[config.mk]
export PLATFORM = sky130hd
export DESIGN_NAME = multi_servo_motion_profiler_flat
export DESIGN_NICKNAME = d
export VERILOG_FILES = /design/src/design/msmp_pkg.sv /design/src/design/msmp_ifs.sv /design/src/design/multi_servo_motion_profiler.sv /design/src/design/msmp_front.sv /design/src/design/msmp_queue.sv /design/src/design/msmp_back.sv /design/src/flat_wrapper.sv
export SDC_FILE = /design/constraint.sdc
export NUM_CORES = 2
export LEC_CHECK = 0
export ABC_AREA = 1
export BUFFER_PORTS_ARGS = -buffer_cell sky130_fd_sc_hd__buf_2
export CAP_MARGIN = 30
export CORE_ASPECT_RATIO = 1.5
export CORE_MARGIN = 1.5
export CORE_UTILIZATION = 45
export CTS_BUF_LIST = sky130_fd_sc_hd__clkbuf_8
export DETAILED_ROUTE_END_ITERATION = 10
export GPL_TIMING_DRIVEN = 0
export SYNTH_ARGS = -nofsm -noshare
export SYNTH_HDL_FRONTEND = slang
export SYNTH_SLANG_ARGS = --single-unit
[constraint.sdc]
create_clock -name clk_i -period 6 [get_ports clk_i]
set_input_delay 0.6 -clock clk_i [delete_from_list [all_inputs] [get_ports clk_i]]
set_output_delay 0.6 -clock clk_i [all_outputs]
set_load 0.02 [all_outputs]
[src/design/msmp_pkg.sv]
`timescale 1ns / 1ps
`default_nettype none
// ----------------------------------------------------------------------------
// msmp_pkg
// Shared types, widths and constant tables of the servo motion profiler.
// ----------------------------------------------------------------------------
package msmp_pkg;

  localparam int unsigned MAX_SERVOS  = 6;
  localparam int unsigned ID_W        = 3;
  localparam int unsigned ANGLE_W     = 9;
  localparam int unsigned DEG_W       = 8;
  localparam int unsigned PULSE_W     = 12;
  localparam int unsigned SPEED_W     = 12;
  localparam int unsigned MAG_W       = 11;
  localparam int unsigned SMIN_W      = 8;
  localparam int unsigned SMAX_W      = 10;
  localparam int unsigned CFG_IDX_W   = 3;
  localparam int unsigned CFG_DATA_W  = 12;
  localparam int unsigned QUEUE_DEPTH = 2;

  localparam int unsigned FULL_DEG    = 180;
  // x / 180 == (x >> 2) / 45, the last by reciprocal multiply
  localparam int unsigned DIV_SHIFT   = 24;
  localparam int unsigned DIV_BASE    = FULL_DEG / 4;
  localparam int unsigned DIV_RECIP   = ((1 << DIV_SHIFT) + DIV_BASE - 1) / DIV_BASE;

  localparam logic [MAG_W-1:0]   SPEED_LIMIT = 11'd2047;
  localparam logic [PULSE_W-1:0] PULSE_LIMIT = 12'd4095;

  localparam logic [PULSE_W-1:0]    PULSE_MIN_RST = 12'd150;
  localparam logic [PULSE_W-1:0]    PULSE_MAX_RST = 12'd600;
  localparam logic [SMIN_W-1:0]     SPEED_MIN_RST = 8'd2;
  localparam logic [SMAX_W-1:0]     SPEED_MAX_RST = 10'd32;
  localparam logic [PULSE_W-1:0]    SLOW_DIST_RST = 12'd64;

  localparam logic [DEG_W-1:0] MIN_DEG  [MAX_SERVOS] = '{8'd2, 8'd15, 8'd10, 8'd30,
                                                         8'd10, 8'd45};
  localparam logic [DEG_W-1:0] MAX_DEG  [MAX_SERVOS] = '{8'd178, 8'd165, 8'd180, 8'd170,
                                                         8'd170, 8'd85};
  localparam logic [DEG_W-1:0] PARK_DEG [MAX_SERVOS] = '{8'd90, 8'd20, 8'd10, 8'd50,
                                                         8'd90, 8'd71};
  // park angles mapped with the reset pulse range
  localparam logic [PULSE_W-1:0] PARK_PULSE [MAX_SERVOS] = '{12'd375, 12'd200, 12'd175,
                                                             12'd275, 12'd375, 12'd327};

  typedef enum logic [1:0] {
    OP_TICK = 2'd0,
    OP_SET  = 2'd1,
    OP_TURN = 2'd2,
    OP_PARK = 2'd3
  } op_e;

  typedef enum logic [CFG_IDX_W-1:0] {
    CFG_PULSE_MIN = 3'd0,
    CFG_PULSE_MAX = 3'd1,
    CFG_SPEED_MIN = 3'd2,
    CFG_SPEED_MAX = 3'd3,
    CFG_SLOW_DIST = 3'd4
  } cfg_idx_e;

  typedef struct packed {
    op_e                       op;
    logic [ID_W-1:0]           id;
    logic signed [ANGLE_W-1:0] ang;
  } cmd_t;

  typedef struct packed {
    logic valid;
    cmd_t cmd;
  } queue_out_t;

  typedef struct packed {
    logic [PULSE_W-1:0] pulse_min;
    logic [PULSE_W-1:0] pulse_max;
    logic [SMIN_W-1:0]  speed_min;
    logic [SMAX_W-1:0]  speed_max;
    logic [PULSE_W-1:0] slow_dist;
  } cfg_t;

endpackage
`default_nettype wire

[src/design/msmp_ifs.sv]
`timescale 1ns / 1ps
`default_nettype none
// ----------------------------------------------------------------------------
// msmp channel interfaces
// Request, result and configuration channels with valid/ready handshakes.
// ----------------------------------------------------------------------------
interface msmp_req_if import msmp_pkg::*; ();
  logic                      valid;
  logic                      ready;
  logic [1:0]                req_type;
  logic [ID_W-1:0]           servo_id;
  logic signed [ANGLE_W-1:0] angle_deg;

  modport source (output valid, output req_type, output servo_id, output angle_deg,
                  input ready);
  modport sink   (input valid, input req_type, input servo_id, input angle_deg,
                  output ready);
endinterface

interface msmp_rsp_if import msmp_pkg::*; ();
  logic               valid;
  logic               ready;
  logic [ID_W-1:0]    servo_index;
  logic [PULSE_W-1:0] pulse_width;
  logic               drive_written;
  logic               last;

  modport source (output valid, output servo_index, output pulse_width,
                  output drive_written, output last, input ready);
  modport sink   (input valid, input servo_index, input pulse_width,
                  input drive_written, input last, output ready);
endinterface

interface msmp_cfg_if import msmp_pkg::*; ();
  logic                  valid;
  logic                  ready;
  logic [CFG_IDX_W-1:0]  index;
  logic [CFG_DATA_W-1:0] data;

  modport source (output valid, output index, output data, input ready);
  modport sink   (input valid, input index, input data, output ready);
endinterface
`default_nettype wire

[src/design/multi_servo_motion_profiler.sv]
`timescale 1ns / 1ps
`default_nettype none
// ----------------------------------------------------------------------------
// multi_servo_motion_profiler
// Smooth motion profiler for up to six servos with per-servo angle limits.
// ----------------------------------------------------------------------------
// Channels: req_i takes tick, set, turn and park requests; rsp_o returns one
// beat per servo for every tick, last set on the final servo; cfg_i writes
// the pulse range and speed settings; the user must write them only while
// the block is idle, as the block does not enforce it. Requests go into a
// two-entry queue, so up to two beats are taken while the executor is busy.
// The executor handles one command at a time:
//   tick: per servo, a speed divide step, then update and drive;
//   set: multiply, divide, write; turn: clamp, then as set; park: as set
//   for each servo, on the shared multiply and reciprocal-divide mapping unit.
// Sets and turns for absent servos, and sets outside limits, are dropped.
// Reset restores register defaults and parks every servo, speeds zero.
// A stalled result beat is held; the executor waits on the output register
// and the queue fills, then req_i.ready drops.
// ----------------------------------------------------------------------------
module multi_servo_motion_profiler import msmp_pkg::*; #(
  parameter int unsigned NUM_SERVOS   = 6,
  parameter int unsigned ACCEL_FACTOR = 2
) (
  input  wire        clk_i,
  input  wire        rst_ni,
  msmp_req_if.sink   req_i,
  msmp_rsp_if.source rsp_o,
  msmp_cfg_if.sink   cfg_i
);

  cfg_t       cfg_q;
  logic       q_full;
  logic       push;
  logic       pop;
  cmd_t       cmd;
  queue_out_t q_out;

  assign cfg_i.ready = 1'b1;

  always_ff @(posedge clk_i or negedge rst_ni) begin
    if (!rst_ni) begin
      cfg_q.pulse_min <= PULSE_MIN_RST;
      cfg_q.pulse_max <= PULSE_MAX_RST;
      cfg_q.speed_min <= SPEED_MIN_RST;
      cfg_q.speed_max <= SPEED_MAX_RST;
      cfg_q.slow_dist <= SLOW_DIST_RST;
    end else if (cfg_i.valid) begin
      unique case (cfg_idx_e'(cfg_i.index))
        CFG_PULSE_MIN: cfg_q.pulse_min <= cfg_i.data;
        CFG_PULSE_MAX: cfg_q.pulse_max <= cfg_i.data;
        CFG_SPEED_MIN: cfg_q.speed_min <= cfg_i.data[SMIN_W-1:0];
        CFG_SPEED_MAX: cfg_q.speed_max <= cfg_i.data[SMAX_W-1:0];
        CFG_SLOW_DIST: cfg_q.slow_dist <= cfg_i.data;
        default: ;
      endcase
    end
  end

  msmp_front #(
    .NUM_SERVOS (NUM_SERVOS)
  ) u_front (
    .req_i    (req_i),
    .q_full_i (q_full),
    .push_o   (push),
    .cmd_o    (cmd)
  );

  msmp_queue u_queue (
    .clk_i  (clk_i),
    .rst_ni (rst_ni),
    .push_i (push),
    .cmd_i  (cmd),
    .pop_i  (pop),
    .full_o (q_full),
    .q_o    (q_out)
  );

  msmp_back #(
    .NUM_SERVOS   (NUM_SERVOS),
    .ACCEL_FACTOR (ACCEL_FACTOR)
  ) u_back (
    .clk_i  (clk_i),
    .rst_ni (rst_ni),
    .cfg_i  (cfg_q),
    .q_i    (q_out),
    .pop_o  (pop),
    .rsp_o  (rsp_o)
  );

`ifndef SYNTHESIS
  a_no_push_when_full: assert property (@(posedge clk_i) disable iff (!rst_ni)
    !(push && q_full))
    else $error("command pushed into full queue");

  a_full_not_empty: assert property (@(posedge clk_i) disable iff (!rst_ni)
    q_full |-> q_out.valid)
    else $error("queue full but reported empty");

  a_last_on_final: assert property (@(posedge clk_i) disable iff (!rst_ni)
    rsp_o.valid |-> (rsp_o.last == (rsp_o.servo_index == ID_W'(NUM_SERVOS - 1))))
    else $error("last flag does not match final servo");

  a_pop_only_valid: assert property (@(posedge clk_i) disable iff (!rst_ni)
    pop |-> q_out.valid)
    else $error("pop from empty queue");
`endif

endmodule
`default_nettype wire

[src/design/msmp_front.sv]
`timescale 1ns / 1ps
`default_nettype none
// ----------------------------------------------------------------------------
// msmp_front
// Accepts requests, drops sets and turns that cannot take effect, and pushes
// the rest into the command queue.
// ----------------------------------------------------------------------------
module msmp_front import msmp_pkg::*; #(
  parameter int unsigned NUM_SERVOS = 6
) (
  msmp_req_if.sink req_i,
  input  logic     q_full_i,
  output logic     push_o,
  output cmd_t     cmd_o
);

  logic            id_ok;
  logic [ID_W-1:0] tab_id;
  logic            in_limits;
  logic            keep;
  op_e             op;

  always_comb begin
    op        = op_e'(req_i.req_type);
    id_ok     = req_i.servo_id < ID_W'(NUM_SERVOS);
    tab_id    = id_ok ? req_i.servo_id : '0;
    in_limits = (req_i.angle_deg >= $signed({1'b0, MIN_DEG[tab_id]})) &&
                (req_i.angle_deg <= $signed({1'b0, MAX_DEG[tab_id]}));
    unique case (op)
      OP_SET:  keep = id_ok && in_limits;
      OP_TURN: keep = id_ok;
      OP_TICK: keep = 1'b1;
      OP_PARK: keep = 1'b1;
      default: keep = 1'b0;
    endcase
  end

  assign req_i.ready = !q_full_i;
  assign push_o      = req_i.valid && !q_full_i && keep;
  assign cmd_o.op    = op;
  assign cmd_o.id    = req_i.servo_id;
  assign cmd_o.ang   = req_i.angle_deg;

endmodule
`default_nettype wire

[src/design/msmp_queue.sv]
`timescale 1ns / 1ps
`default_nettype none
// ----------------------------------------------------------------------------
// msmp_queue
// Short command queue between the request front and the execution back.
// ----------------------------------------------------------------------------
module msmp_queue import msmp_pkg::*; (
  input  logic       clk_i,
  input  logic       rst_ni,
  input  logic       push_i,
  input  cmd_t       cmd_i,
  input  logic       pop_i,
  output logic       full_o,
  output queue_out_t q_o
);

  localparam int unsigned PTR_W = $clog2(QUEUE_DEPTH);
  localparam int unsigned CNT_W = $clog2(QUEUE_DEPTH + 1);

  cmd_t             mem_q [QUEUE_DEPTH];
  logic [PTR_W-1:0] wr_q, wr_d, rd_q, rd_d;
  logic [CNT_W-1:0] cnt_q, cnt_d;
  logic             do_pop;

  assign do_pop = pop_i && (cnt_q != '0);

  always_comb begin
    wr_d  = wr_q;
    rd_d  = rd_q;
    cnt_d = cnt_q;
    if (push_i) begin
      wr_d = (wr_q == PTR_W'(QUEUE_DEPTH - 1)) ? '0 : wr_q + 1'b1;
    end
    if (do_pop) begin
      rd_d = (rd_q == PTR_W'(QUEUE_DEPTH - 1)) ? '0 : rd_q + 1'b1;
    end
    if (push_i && !do_pop) begin
      cnt_d = cnt_q + 1'b1;
    end else if (!push_i && do_pop) begin
      cnt_d = cnt_q - 1'b1;
    end
  end

  always_ff @(posedge clk_i or negedge rst_ni) begin
    if (!rst_ni) begin
      wr_q  <= '0;
      rd_q  <= '0;
      cnt_q <= '0;
    end else begin
      wr_q  <= wr_d;
      rd_q  <= rd_d;
      cnt_q <= cnt_d;
    end
  end

  always_ff @(posedge clk_i) begin
    if (push_i) begin
      mem_q[wr_q] <= cmd_i;
    end
  end

  assign full_o    = cnt_q == CNT_W'(QUEUE_DEPTH);
  assign q_o.valid = cnt_q != '0;
  assign q_o.cmd   = mem_q[rd_q];

endmodule
`default_nettype wire

[src/design/msmp_back.sv]
`timescale 1ns / 1ps
`default_nettype none
// ----------------------------------------------------------------------------
// msmp_back
// Executes queued commands: angle-to-pulse mapping through a shared
// multiply / reciprocal-divide unit, and per-servo motion update on ticks.
// ----------------------------------------------------------------------------
module msmp_back import msmp_pkg::*; #(
  parameter int unsigned NUM_SERVOS   = 6,
  parameter int unsigned ACCEL_FACTOR = 2
) (
  input  logic       clk_i,
  input  logic       rst_ni,
  input  cfg_t       cfg_i,
  input  queue_out_t q_i,
  output logic       pop_o,
  msmp_rsp_if.source rsp_o
);

  localparam int unsigned IDX_W = (NUM_SERVOS > 1) ? $clog2(NUM_SERVOS) : 1;
  localparam int unsigned ACC_K = 13;
  localparam int unsigned ACC_M = ((1 << ACC_K) + ACCEL_FACTOR - 1) / ACCEL_FACTOR;
  localparam int unsigned PROD_W = DEG_W + 1 + PULSE_W + 1;

  localparam logic [2:0] S_IDLE  = 3'd0;
  localparam logic [2:0] S_CLAMP = 3'd1;
  localparam logic [2:0] S_MUL   = 3'd2;
  localparam logic [2:0] S_DIV   = 3'd3;
  localparam logic [2:0] S_WR    = 3'd4;
  localparam logic [2:0] S_TA    = 3'd5;
  localparam logic [2:0] S_TB    = 3'd6;

  localparam logic [IDX_W-1:0] LAST_IDX = IDX_W'(NUM_SERVOS - 1);

  logic [2:0]                 state_q, state_d;
  logic [IDX_W-1:0]           idx_q, idx_d;
  op_e                        op_q, op_d;
  logic [DEG_W-1:0]           deg_q, deg_d;
  logic signed [ANGLE_W-1:0]  ang_q, ang_d;
  logic signed [PROD_W-1:0]   prod_q;
  logic [PULSE_W-1:0]         quo_q;
  logic                       neg_q;

  logic                       eq_q, rev_q, up_q;
  logic [PULSE_W-1:0]         dist_q;
  logic [MAG_W-1:0]           mag_q, div_q;

  logic                       ov_q;
  logic [IDX_W-1:0]           oidx_q;
  logic [PULSE_W-1:0]         opulse_q;
  logic                       ow_q, olast_q;

  logic [PULSE_W-1:0]         cp_q [NUM_SERVOS];
  logic [PULSE_W-1:0]         tp_q [NUM_SERVOS];
  logic signed [SPEED_W-1:0]  ss_q [NUM_SERVOS];
  logic [DEG_W-1:0]           td_q [NUM_SERVOS];

  // mapping datapath
  logic signed [PULSE_W:0]    span;
  logic signed [PROD_W-1:0]   prod_d;
  logic [PROD_W-2:0]          pmag;
  logic [37:0]                qprod;
  logic signed [PULSE_W:0]    qsigned;
  logic signed [PULSE_W:0]    tp_sum;
  logic signed [DEG_W+1:0]    turn_sum;
  logic signed [DEG_W+1:0]    lo_deg, hi_deg;
  logic [DEG_W-1:0]           clamp_deg;

  // motion datapath, first half
  logic [PULSE_W-1:0]         cur, tgt;
  logic signed [SPEED_W-1:0]  spd_s;
  logic                       a_up;
  logic [MAG_W-1:0]           a_mag;
  logic [31:0]                a_divp;

  // motion datapath, second half
  logic                       out_free;
  logic [MAG_W+1:0]           spd_up, spd_sel;
  logic [MAG_W-1:0]           spd;
  logic [PULSE_W:0]           up_sum;
  logic [PULSE_W-1:0]         npos;
  logic                       w_bit;
  logic                       wr_motion, snap, stop;

  always_comb begin
    span     = $signed({1'b0, cfg_i.pulse_max}) - $signed({1'b0, cfg_i.pulse_min});
    prod_d   = $signed({1'b0, deg_q}) * span;
    pmag     = prod_q[PROD_W-1] ? (PROD_W-1)'(-prod_q) : prod_q[PROD_W-2:0];
    qprod    = 38'(pmag[PROD_W-2:2]) * 38'(DIV_RECIP);
    qsigned  = neg_q ? -$signed({1'b0, quo_q}) : $signed({1'b0, quo_q});
    tp_sum   = $signed({1'b0, cfg_i.pulse_min}) + qsigned;
    turn_sum = $signed({2'b00, td_q[idx_q]}) + $signed({ang_q[ANGLE_W-1], ang_q});
    lo_deg   = $signed({2'b00, MIN_DEG[idx_q]});
    hi_deg   = $signed({2'b00, MAX_DEG[idx_q]});
    priority if (turn_sum < lo_deg) begin
      clamp_deg = MIN_DEG[idx_q];
    end else if (turn_sum > hi_deg) begin
      clamp_deg = MAX_DEG[idx_q];
    end else begin
      clamp_deg = turn_sum[DEG_W-1:0];
    end
  end

  always_comb begin
    cur    = cp_q[idx_q];
    tgt    = tp_q[idx_q];
    spd_s  = ss_q[idx_q];
    a_up   = cur < tgt;
    a_mag  = spd_s[SPEED_W-1] ? MAG_W'(-spd_s) : spd_s[MAG_W-1:0];
    a_divp = 32'(a_mag) * 32'(ACC_M);
  end

  always_comb begin
    out_free = !ov_q || rsp_o.ready;
    spd_up   = {2'b00, mag_q} * (MAG_W+2)'(ACCEL_FACTOR);
    snap     = dist_q <= {4'b0000, cfg_i.speed_min};
    stop     = eq_q || rev_q;
    priority if (dist_q <= cfg_i.slow_dist) begin
      spd_sel = (div_q < {3'b000, cfg_i.speed_min}) ? {5'b00000, cfg_i.speed_min}
                                                    : {2'b00, div_q};
    end else if (mag_q < {1'b0, cfg_i.speed_max}) begin
      spd_sel = (mag_q == '0) ? {5'b00000, cfg_i.speed_min} : spd_up;
    end else begin
      spd_sel = {2'b00, mag_q};
    end
    spd    = (spd_sel > {2'b00, SPEED_LIMIT}) ? SPEED_LIMIT : spd_sel[MAG_W-1:0];
    up_sum = {1'b0, cur} + {2'b00, spd};
    if (up_q) begin
      npos = up_sum[PULSE_W] ? PULSE_LIMIT : up_sum[PULSE_W-1:0];
    end else begin
      npos = (cur < {1'b0, spd}) ? '0 : cur - {1'b0, spd};
    end
    w_bit     = !stop;
    wr_motion = (state_q == S_TB) && out_free;
  end

  always_comb begin
    state_d = state_q;
    idx_d   = idx_q;
    op_d    = op_q;
    deg_d   = deg_q;
    ang_d   = ang_q;
    pop_o   = 1'b0;
    unique case (state_q)
      S_IDLE: begin
        if (q_i.valid) begin
          pop_o = 1'b1;
          op_d  = q_i.cmd.op;
          ang_d = q_i.cmd.ang;
          unique case (q_i.cmd.op)
            OP_TICK: begin
              idx_d   = '0;
              state_d = S_TA;
            end
            OP_SET: begin
              idx_d   = q_i.cmd.id[IDX_W-1:0];
              deg_d   = q_i.cmd.ang[DEG_W-1:0];
              state_d = S_MUL;
            end
            OP_TURN: begin
              idx_d   = q_i.cmd.id[IDX_W-1:0];
              state_d = S_CLAMP;
            end
            OP_PARK: begin
              idx_d   = '0;
              deg_d   = PARK_DEG[0];
              state_d = S_MUL;
            end
            default: state_d = S_IDLE;
          endcase
        end
      end
      S_CLAMP: begin
        deg_d   = clamp_deg;
        state_d = S_MUL;
      end
      S_MUL: state_d = S_DIV;
      S_DIV: state_d = S_WR;
      S_WR: begin
        if ((op_q == OP_PARK) && (idx_q != LAST_IDX)) begin
          idx_d   = idx_q + 1'b1;
          deg_d   = PARK_DEG[idx_q + 1'b1];
          state_d = S_MUL;
        end else begin
          state_d = S_IDLE;
        end
      end
      S_TA: state_d = S_TB;
      S_TB: begin
        if (out_free) begin
          if (idx_q == LAST_IDX) begin
            state_d = S_IDLE;
          end else begin
            idx_d   = idx_q + 1'b1;
            state_d = S_TA;
          end
        end
      end
      default: state_d = S_IDLE;
    endcase
  end

  always_ff @(posedge clk_i or negedge rst_ni) begin
    if (!rst_ni) begin
      state_q <= S_IDLE;
      idx_q   <= '0;
      op_q    <= OP_TICK;
      ov_q    <= 1'b0;
    end else begin
      state_q <= state_d;
      idx_q   <= idx_d;
      op_q    <= op_d;
      if (wr_motion) begin
        ov_q <= 1'b1;
      end else if (rsp_o.ready) begin
        ov_q <= 1'b0;
      end
    end
  end

  always_ff @(posedge clk_i) begin
    deg_q <= deg_d;
    ang_q <= ang_d;
    if (state_q == S_MUL) begin
      prod_q <= prod_d;
    end
    if (state_q == S_DIV) begin
      quo_q <= qprod[DIV_SHIFT +: PULSE_W];
      neg_q <= prod_q[PROD_W-1];
    end
    if (state_q == S_TA) begin
      eq_q   <= cur == tgt;
      up_q   <= a_up;
      rev_q  <= (spd_s != '0) && (spd_s[SPEED_W-1] == a_up);
      dist_q <= a_up ? tgt - cur : cur - tgt;
      mag_q  <= a_mag;
      div_q  <= a_divp[ACC_K +: MAG_W];
    end
    if (wr_motion) begin
      oidx_q   <= idx_q;
      ow_q     <= w_bit;
      olast_q  <= idx_q == LAST_IDX;
      opulse_q <= stop ? cur : (snap ? tgt : npos);
    end
  end

  always_ff @(posedge clk_i or negedge rst_ni) begin
    if (!rst_ni) begin
      for (int i = 0; i < NUM_SERVOS; i++) begin
        cp_q[i] <= PARK_PULSE[i];
        tp_q[i] <= PARK_PULSE[i];
        ss_q[i] <= '0;
        td_q[i] <= PARK_DEG[i];
      end
    end else begin
      if (state_q == S_WR) begin
        tp_q[idx_q] <= tp_sum[PULSE_W-1:0];
        td_q[idx_q] <= deg_q;
      end
      if (wr_motion && !eq_q) begin
        if (rev_q || snap) begin
          ss_q[idx_q] <= '0;
        end else begin
          ss_q[idx_q] <= up_q ? $signed({1'b0, spd}) : -$signed({1'b0, spd});
        end
        if (!rev_q) begin
          cp_q[idx_q] <= snap ? tgt : npos;
        end
      end
    end
  end

  assign rsp_o.valid         = ov_q;
  assign rsp_o.servo_index   = ID_W'(oidx_q);
  assign rsp_o.pulse_width   = opulse_q;
  assign rsp_o.drive_written = ow_q;
  assign rsp_o.last          = olast_q;

endmodule
`default_nettype wire

[src/flat_wrapper.sv]
// flat-port wrapper written by rule: the top's interface ports become plain ports
module multi_servo_motion_profiler_flat import msmp_pkg::*;
#(
  parameter int unsigned NUM_SERVOS   = 6,
  parameter int unsigned ACCEL_FACTOR = 2
)
  (clk_i, rst_ni, req_i_valid, req_i_req_type, req_i_servo_id, req_i_angle_deg, req_i_ready, rsp_o_valid, rsp_o_servo_index, rsp_o_pulse_width, rsp_o_drive_written, rsp_o_last, rsp_o_ready, cfg_i_valid, cfg_i_index, cfg_i_data, cfg_i_ready);
  msmp_req_if req_i_i ();
  msmp_rsp_if rsp_o_i ();
  msmp_cfg_if cfg_i_i ();
  input  wire clk_i;
  input  wire rst_ni;
  input wire logic [$bits(req_i_i.valid)-1:0] req_i_valid;
  input wire logic [$bits(req_i_i.req_type)-1:0] req_i_req_type;
  input wire logic [$bits(req_i_i.servo_id)-1:0] req_i_servo_id;
  input wire logic [$bits(req_i_i.angle_deg)-1:0] req_i_angle_deg;
  output wire logic [$bits(req_i_i.ready)-1:0] req_i_ready;
  output wire logic [$bits(rsp_o_i.valid)-1:0] rsp_o_valid;
  output wire logic [$bits(rsp_o_i.servo_index)-1:0] rsp_o_servo_index;
  output wire logic [$bits(rsp_o_i.pulse_width)-1:0] rsp_o_pulse_width;
  output wire logic [$bits(rsp_o_i.drive_written)-1:0] rsp_o_drive_written;
  output wire logic [$bits(rsp_o_i.last)-1:0] rsp_o_last;
  input wire logic [$bits(rsp_o_i.ready)-1:0] rsp_o_ready;
  input wire logic [$bits(cfg_i_i.valid)-1:0] cfg_i_valid;
  input wire logic [$bits(cfg_i_i.index)-1:0] cfg_i_index;
  input wire logic [$bits(cfg_i_i.data)-1:0] cfg_i_data;
  output wire logic [$bits(cfg_i_i.ready)-1:0] cfg_i_ready;
  assign req_i_i.valid = req_i_valid;
  assign req_i_i.req_type = req_i_req_type;
  assign req_i_i.servo_id = req_i_servo_id;
  assign req_i_i.angle_deg = req_i_angle_deg;
  assign req_i_ready = req_i_i.ready;
  assign rsp_o_valid = rsp_o_i.valid;
  assign rsp_o_servo_index = rsp_o_i.servo_index;
  assign rsp_o_pulse_width = rsp_o_i.pulse_width;
  assign rsp_o_drive_written = rsp_o_i.drive_written;
  assign rsp_o_last = rsp_o_i.last;
  assign rsp_o_i.ready = rsp_o_ready;
  assign cfg_i_i.valid = cfg_i_valid;
  assign cfg_i_i.index = cfg_i_index;
  assign cfg_i_i.data = cfg_i_data;
  assign cfg_i_ready = cfg_i_i.ready;
  multi_servo_motion_profiler #(.NUM_SERVOS(NUM_SERVOS), .ACCEL_FACTOR(ACCEL_FACTOR)) u_core (.clk_i(clk_i), .rst_ni(rst_ni), .req_i(req_i_i), .rsp_o(rsp_o_i), .cfg_i(cfg_i_i));
endmodule
# Yosys cells after proc, flatten, opt, wreduce, memory -nomap -nowiden
# Memory sizes are Yosys's and may differ from the RTL's.
# Cells that the tools add are included.
# W data, S select, Z words.
[word_totals] latch_bits=0 register_bits=436 out_inout_bits=20 in_bits=34 mem_bits_ro=320 mem_bits_rw=28 n_memories=6 elab_cells=246
[classes] n_eq_ne=27 div_mod_pow=0 n_mux=76 bitwise=6 shifts=0 mul=2 n_addsub=16 order_cmp=16 reduce_logical=46
[memory_table] name="(name not given)" depth=8 width=8 read_ports=1 rd_clocked_by_memory_dff=0 write_ports=0 line="msmp_front.sv:28" rtl="(req_i.angle_deg <= $signed({1'b0, MAX_DEG[tab_id]}));"
[memory_table] name="(name not given)" depth=8 width=8 read_ports=1 rd_clocked_by_memory_dff=0 write_ports=0 line="msmp_front.sv:27" rtl="in_limits = (req_i.angle_deg >= $signed({1'b0, MIN_DEG[tab_id]})) &&"
[memory_table] name="(name not given)" depth=8 width=8 read_ports=1 rd_clocked_by_memory_dff=0 write_ports=0 line="msmp_back.sv:182" rtl="deg_d = PARK_DEG[idx_q + 1'b1];"
[memory_table] name="(name not given)" depth=8 width=8 read_ports=1 rd_clocked_by_memory_dff=0 write_ports=0 line="msmp_back.sv:98" rtl="clamp_deg = MAX_DEG[idx_q];"
[memory_table] name="(name not given)" depth=8 width=8 read_ports=1 rd_clocked_by_memory_dff=0 write_ports=0 line="msmp_back.sv:96" rtl="clamp_deg = MIN_DEG[idx_q];"
[memory_table] name="u_core.u_queue.mem_q" depth=2 width=14 read_ports=1 rd_clocked_by_memory_dff=0 write_ports=1 line="msmp_queue.sv:20" rtl="cmd_t mem_q [QUEUE_DEPTH];"
[ops] operator="$bwmux W72" count=3
[ops] operator="$mux W12" count=18
[ops] operator="$mux W8" count=17
[ops] operator="$bmux W12 S3" count=3
[ops] operator="$and A72 B72 Y72" count=1
[ops] operator="$mux W72" count=1
[ops] operator="$not A72 Y72" count=1
[ops] operator="$bwmux W48" count=1
[ops] operator="$demux W12 S3" count=1
[ops] operator="$mul A19 B17 Y34 const B" count=1
[ops] operator="$bmux W8 S3" count=1
[ops] operator="$demux W8 S3" count=1
[ops] operator="$mux W3" count=8
[ops] operator="$pmux W8 S3" count=1
[ops] operator="$sub A12 B12 Y12" count=2
[ops] operator="$mul A9 B13 Y22" count=1
[ops] operator="$mux W11" count=2
[ops] operator="$mux W21" count=1
[ops] operator="$neg A21 Y21" count=1
[ops] operator="$pmux W3 S7" count=1
[ops] operator="$pmux W3 S3" count=2
[ops] operator="$pmux W8 S2" count=1
[ops] operator="$reduce_and A2 Y1" count=8
[ops] operator="$eq A3 B3 Y1 const B" count=5
[ops] operator="55 further kinds" count=107

# Depth between registers and ports, before layout
[depth] word_depth=15 ltp_mapped=35 depth_no_buf=35

# Modules after synthesis
# A second synthesis with hierarchy kept.
[unflattened] cells_unflattened=4260 area_unflattened_um2=35651.7
[modules_own_cells] mod="msmp_back" area_each_um2=31502.7 cells_per_inst=3811 seq_area_each_um2=9788.1 n_inst=1
[modules_own_cells] mod="multi_servo_motion_profiler" area_each_um2=2243.4 cells_per_inst=247 seq_area_each_um2=1365.1 n_inst=1
[modules_own_cells] mod="msmp_queue" area_each_um2=1277.5 cells_per_inst=101 seq_area_each_um2=940.9 n_inst=1
[modules_own_cells] mod="msmp_front" area_each_um2=628.1 cells_per_inst=101 seq_area_each_um2=0.0 n_inst=1

# Least setup slack after synthesis
# OpenSTA, ideal clock, no wires.
[synth_timing] path_kind="register to register" startpoint="register u_core.u_back.prod_q[1]" endpoint="register u_core.u_back.quo_q[9] (data pin)" required_ns=5.742 setup_time_ns=0.258 path_buffers=0 arrival_ns=6.226 synth_period_minus_slack_ns=6.484 slack_ns=-0.484 path_stages_with_launch=32 cell_sequence="edfxtp_1 -> nor2_4 -> nand4_2 -> nor2_1 -> nand2_1 -> nor2_2 -> nand2_1 -> nor2_2 -> nand2_1 -> nor2_2 -> inv_1 -> o21ai_1 -> xor2_1 -> ha_1 -> ha_1 -> inv_1 -> fa_1 -> fa_1 -> inv_1 -> fa_1 -> inv_1 -> fa_1 -> inv_1 -> ha_1 -> nand2_1 -> nor4_1 -> nand3_1 -> nand3_1 -> nand2_1 -> o211ai_1 -> a21oi_1 -> xnor2_1"
[synth_via] elab_chain_cells=3
[synth_rtl] item="from (decl)" line="msmp_back.sv:40" rtl="logic signed [PROD_W-1:0] prod_q;"
[synth_rtl] item="from (signal assigned)" line="msmp_back.sv:225" rtl="prod_q <= prod_d;"
[synth_rtl] item="$neg A21 Y21" line="msmp_back.sv:88" rtl="pmag = prod_q[PROD_W-1] ? (PROD_W-1)'(-prod_q) : prod_q[PROD_W-2:0];"
[synth_rtl] item="$mux W21" line="msmp_back.sv:88"
[synth_rtl] item="$mul A19 B17 Y34" line="msmp_back.sv:89" rtl="qprod = 38'(pmag[PROD_W-2:2]) * 38'(DIV_RECIP);"
[synth_rtl] item="via u_core.u_back.qprod[33]" line="msmp_back.sv:62" rtl="logic [37:0] qprod;"
[synth_rtl] item="to (signal assigned)" line="msmp_back.sv:228" rtl="quo_q <= qprod[DIV_SHIFT +: PULSE_W];"
[synth_rtl] item="to (decl)" line="msmp_back.sv:41" rtl="logic [PULSE_W-1:0] quo_q;"
# The timed path passes the listed nets, and every way through them passes these cells.
# A chain may end at the register's enable or synchronous reset.

# Worst setup path after layout
[layout_timing] startpoint="register u_core.u_back.prod_q[0]" endpoint="register u_core.u_back.quo_q[10] (data pin)"
# Same word-level chain as after synthesis.

==> key figures <==
Yosys
  • Top_reg_cell synth: dfrtp_1
  • Synth Warn #: 0
  • Seq/Total Area, Yosys: 34.2%
  • Cell taking the most area after synthesis: dfrtp_1
  • Cell variety after synth: 79
  • EDFF count, synth: 123
  • Ys async rst share: 72.9%
  • #FFs+latches synth: 454
  • Mapped Area: 0.0354 mm2
  • Synth top area cells: dfrtp_1, ha_1, fa_1
  • Cell count after synthesis: 4207
  • Post-synth top area share: 16.8%
  • Syn Nets: 4760
  • Syn Area/Cell: 8.40 um2

STA
  • Final setup vio count: 13
  • RSZ-0062 raised after global routing: true
  • Max Fclk: 156 MHz
  • Slew Viols, Final: 0
  • Final worst setup slack: -0.422 ns
  • Fin Clk Skew: 0.0281 ns
  • Post-layout min period: 6.42 ns
  • Tightest Pin Transition: 1.04 ns
  • Final Hold Fails: 0
  • Period utilization: 107%
  • Relative slew slack: 29.9%
  • Hold WS: 0.121 ns

GRT
  • Largest net degree at the start of global routing: 114
  • Grt total ovfl: 0
  • Vias in the first global route: 29983
  • Initial antenna violation count: 3
  • First-pass GRT wire length: 165 mm
  • Tot GR Track Use: 26.6%

Setup path
  • Reg2Reg Depth: 33
  • CP Launch Type: register
  • RR Startpoint: u_core.u_back.prod_q[0]$_DFFE_PP_
  • Crit path top cell by count: fa_1
  • Reg2reg end: u_core.u_back.quo_q[10]$_DFFE_PN_
  • Worst path slowest cell: fa_1
  • Setup crit end kind: register
  • Internal reg-to-reg setup slack: -0.42 ns
  • CP Max Fanout: 3
  • Max incr delay on CP: 0.56 ns
  • Crit path DAT: 6.86 ns
  • Critical path class: reg2reg
  • Worst path required time: 6.44 ns

CTS
  • Max clock buf depth: 3
  • Total clock sinks: 454
  • Worst-path clk slew: 0.06 ns
  • CTS tree: yes
  • H-tree levels: 3
  • CTS root buf: clkbuf_8
  • Clock buffer count from CTS: 78
  • Clock latency on the worst-skew pair: 0.70 ns

Routing
  • Vias per Instance: 5.28
  • Post-route ant nets: 0
  • Routed vias: 29218
  • WL per Instance: 19.1 um
  • First drt pass iteration count: 6
  • Initial DRC Count: 1857
  • Routed WL: 106 mm
  • Remaining DRCs: 0

Job
  • Max-Cap Viols: 0

Cells and area
  • Design area: 0.0410 mm2
  • Layout area overhead: 16.0%
  • Layout cells sized above 1: 17.6%
  • # nets final: 5000

Placed design
  • Routability cong.: 0.913
  • Placed inst area: 0.0373 mm2
  • Detailed Place HPWL: 80.9 mm
  • Port Buffer Count: 52

Floorplanning
  • Die X: 232 um
  • Die area: 0.0803 mm2
  • Die height: 346 um
  • Initial core utilization: 45.6%
  • Core Box Area: 0.0776 mm2
  • IO Count: 54
  • Standard-cell rows: 125

Status
  • Failing checks: negative setup slack
  • Status: finished, violations left

Worst hold path
  • Hold path cells: 1
  • Min-delay src: req_i_angle_deg[0]
  • End of the worst hold path: u_core.u_queue.mem_q[0][0]$_DFFE_PP_
  • Worst hold path type: in2reg
-- how the worst max path moves through the flow --
| stage | depth (start not counted) | endpoint | start |
|---|---|---|---|
| finish | 33 | u_core.u_back.quo_q[10]$_DFFE_PN_ | u_core.u_back.prod_q[0]$_DFFE_PP_ |
| global route | 33 | u_core.u_back.quo_q[11]$_DFFE_PN_ | u_core.u_back.prod_q[0]$_DFFE_PP_ |
| CTS | 32 | u_core.u_back.quo_q[10]$_DFFE_PN_ | u_core.u_back.prod_q[1]$_DFFE_PP_ |
| detailed placement | 29 | u_core.u_back.quo_q[11]$_DFFE_PN_ | u_core.u_back.prod_q[0]$_DFFE_PP_ |
| global placement | 1 | u_core.cfg_q[20]$_DFFE_PN0P_ | rst_ni |
| floorplan | 32 | u_core.u_back.quo_q[10]$_DFFE_PN_ | u_core.u_back.prod_q[0]$_DFFE_PP_ |
-- per-layer routing --
| layer | global-route usage [%] | part of all wire (%) |
|---|---|---|
| met3 | 2.83 | 4.5 |
| met1 | 30.9 | 39 |
| met2 | 47.9 | 52 |
| met5 | 0 | 0 |
| met4 | 13.4 | 5.2 |
-- cell type report --
| cell class | instances | area [um2] |
|---|---|---|
| fill | 7322 | 36600 |
| multi-input combinational | 2918 | 21500 |
| sequential | 454 | 12100 |
| inverter | 735 | 2780 |
| timing repair buffer | 164 | 1290 |
| tap | 1016 | 1270 |
| clock buffer | 83 | 1140 |
| buffer | 96 | 474 |
| clock inverter | 62 | 422 |
| antenna | 1 | 2.50 |
-- worst max-delay path, delay by kind of cell (launching register included) --
family	cells	cell delay [ns]
XOR/XNOR	2	0.32
adder cells (fa/ha/maj)	7	3.09
flip-flops	1	0.41
buffers and inverters	5	0.28
AND/OR/NAND/NOR	19	2.07
-- cell usage after synthesis, drive strengths merged, types with 2 or more instances --
library cell  number
nor4               3
xnor2             36
and2               4
a21oi            164
o211ai            21
o221ai             8
o22ai             16
clkinv             7
edfxtp           123
xor2              84
nand4             36
a22oi             38
o21ai            343
or2               26
clkbuf            60
nor3b              2
o21a               7
nand3            191
dfstp             94
fa               188
o311ai             2
mux2i             17
and3               3
dfrtp            237
a32o               6
a32oi              2
a31oi             10
a221oi             5
buf               40
a211oi             4
o2111ai            6
ha               331
o21bai            14
nor2             258
a21o               6
a22o               2
a21boi             9
nor3              39
nand2           1028
inv              728
-- logic make-up after synthesis --
group                    Yosys count  share of synthesized area [%]
AND/OR/NAND/NOR                 1593                           19.5
buffers and inverters            835                           9.20
AO/OA/AOI/OAI                    668                           11.2
adder cells (fa/ha/maj)          519                           22.4
flip-flops                       454                           34.2
XOR/XNOR                         120                           2.99
multiplexers                      17                          0.481
other                              1                         0.0106
-- state kept, by name, summed over array words and instances, names as in the netlist, 3 cells and up --
register,count
u_core.u_back.ss_q,72
u_core.u_back.rsp_o.pulse_width,12
u_core.u_back.quo_q,12
u_core.u_back.mag_q,11
u_core.u_back.dist_q,12
u_core.u_back.state_q,3
u_core.u_back.tp_q,72
u_core.u_back.cp_q,72
u_core.u_back.prod_q,22
u_core.u_back.rsp_o.servo_index,3
u_core.u_back.td_q,48
u_core.u_back.idx_q,3
u_core.u_back.ang_q,9
u_core.u_back.deg_q,8
u_core.cfg_q,54
u_core.u_queue.mem_q,28
-- layout by cell type (no fill, tap or decap), types with 13 or more instances in the layout --
cell,n
clkbuf_1,56
xnor2_1,35
nand2_2,45
o211ai_1,14
nor2_4,26
inv_1,694
nand2_4,25
xor2_1,71
nand3_1,164
nor2_1,219
buf_6,26
clkinv_1,16
clkbuf_8,83
o21ai_1,56
ha_4,40
a22oi_1,37
dfstp_2,94
buf_4,90
nor3_1,30
ha_1,288
fa_1,178
edfxtp_1,123
nand4_1,33
or2_2,24
nand3_2,22
buf_2,75
a21oi_2,25
o22ai_1,16
nand2_1,956
inv_2,54
mux2i_1,17
o21ai_2,18
dfrtp_1,237
nor2_2,13
o21ai_0,267
a21oi_1,129
-- timing repair --
item                       in CTS  in global routing
gates resized for setup       190                117
buffers inserted               68                 36
setup endpoints to repair      32                 25
pin swaps                      98                 90
hold buffers                    1                  0
hold endpoints to repair       26                  0
-- stage by stage --
step	setup slack, ns	TNS, ns	instances	utilization [%]
after floorplan	-0.125	-0.214	4207	-
after global placement	-2.23	-532.68	5275	47.8
after detailed placement	-1.22	-17.47	5288	48.1
after CTS	-0.397	-2.40	5496	51.9
after global routing	-0.661	-6.29	5529	52.9
final	-0.422	-2.77	5529	52.9
Power is left out: the tool's default activity adds up to more than one toggle a clock period on the data nets, which glitch-free logic cannot reach.
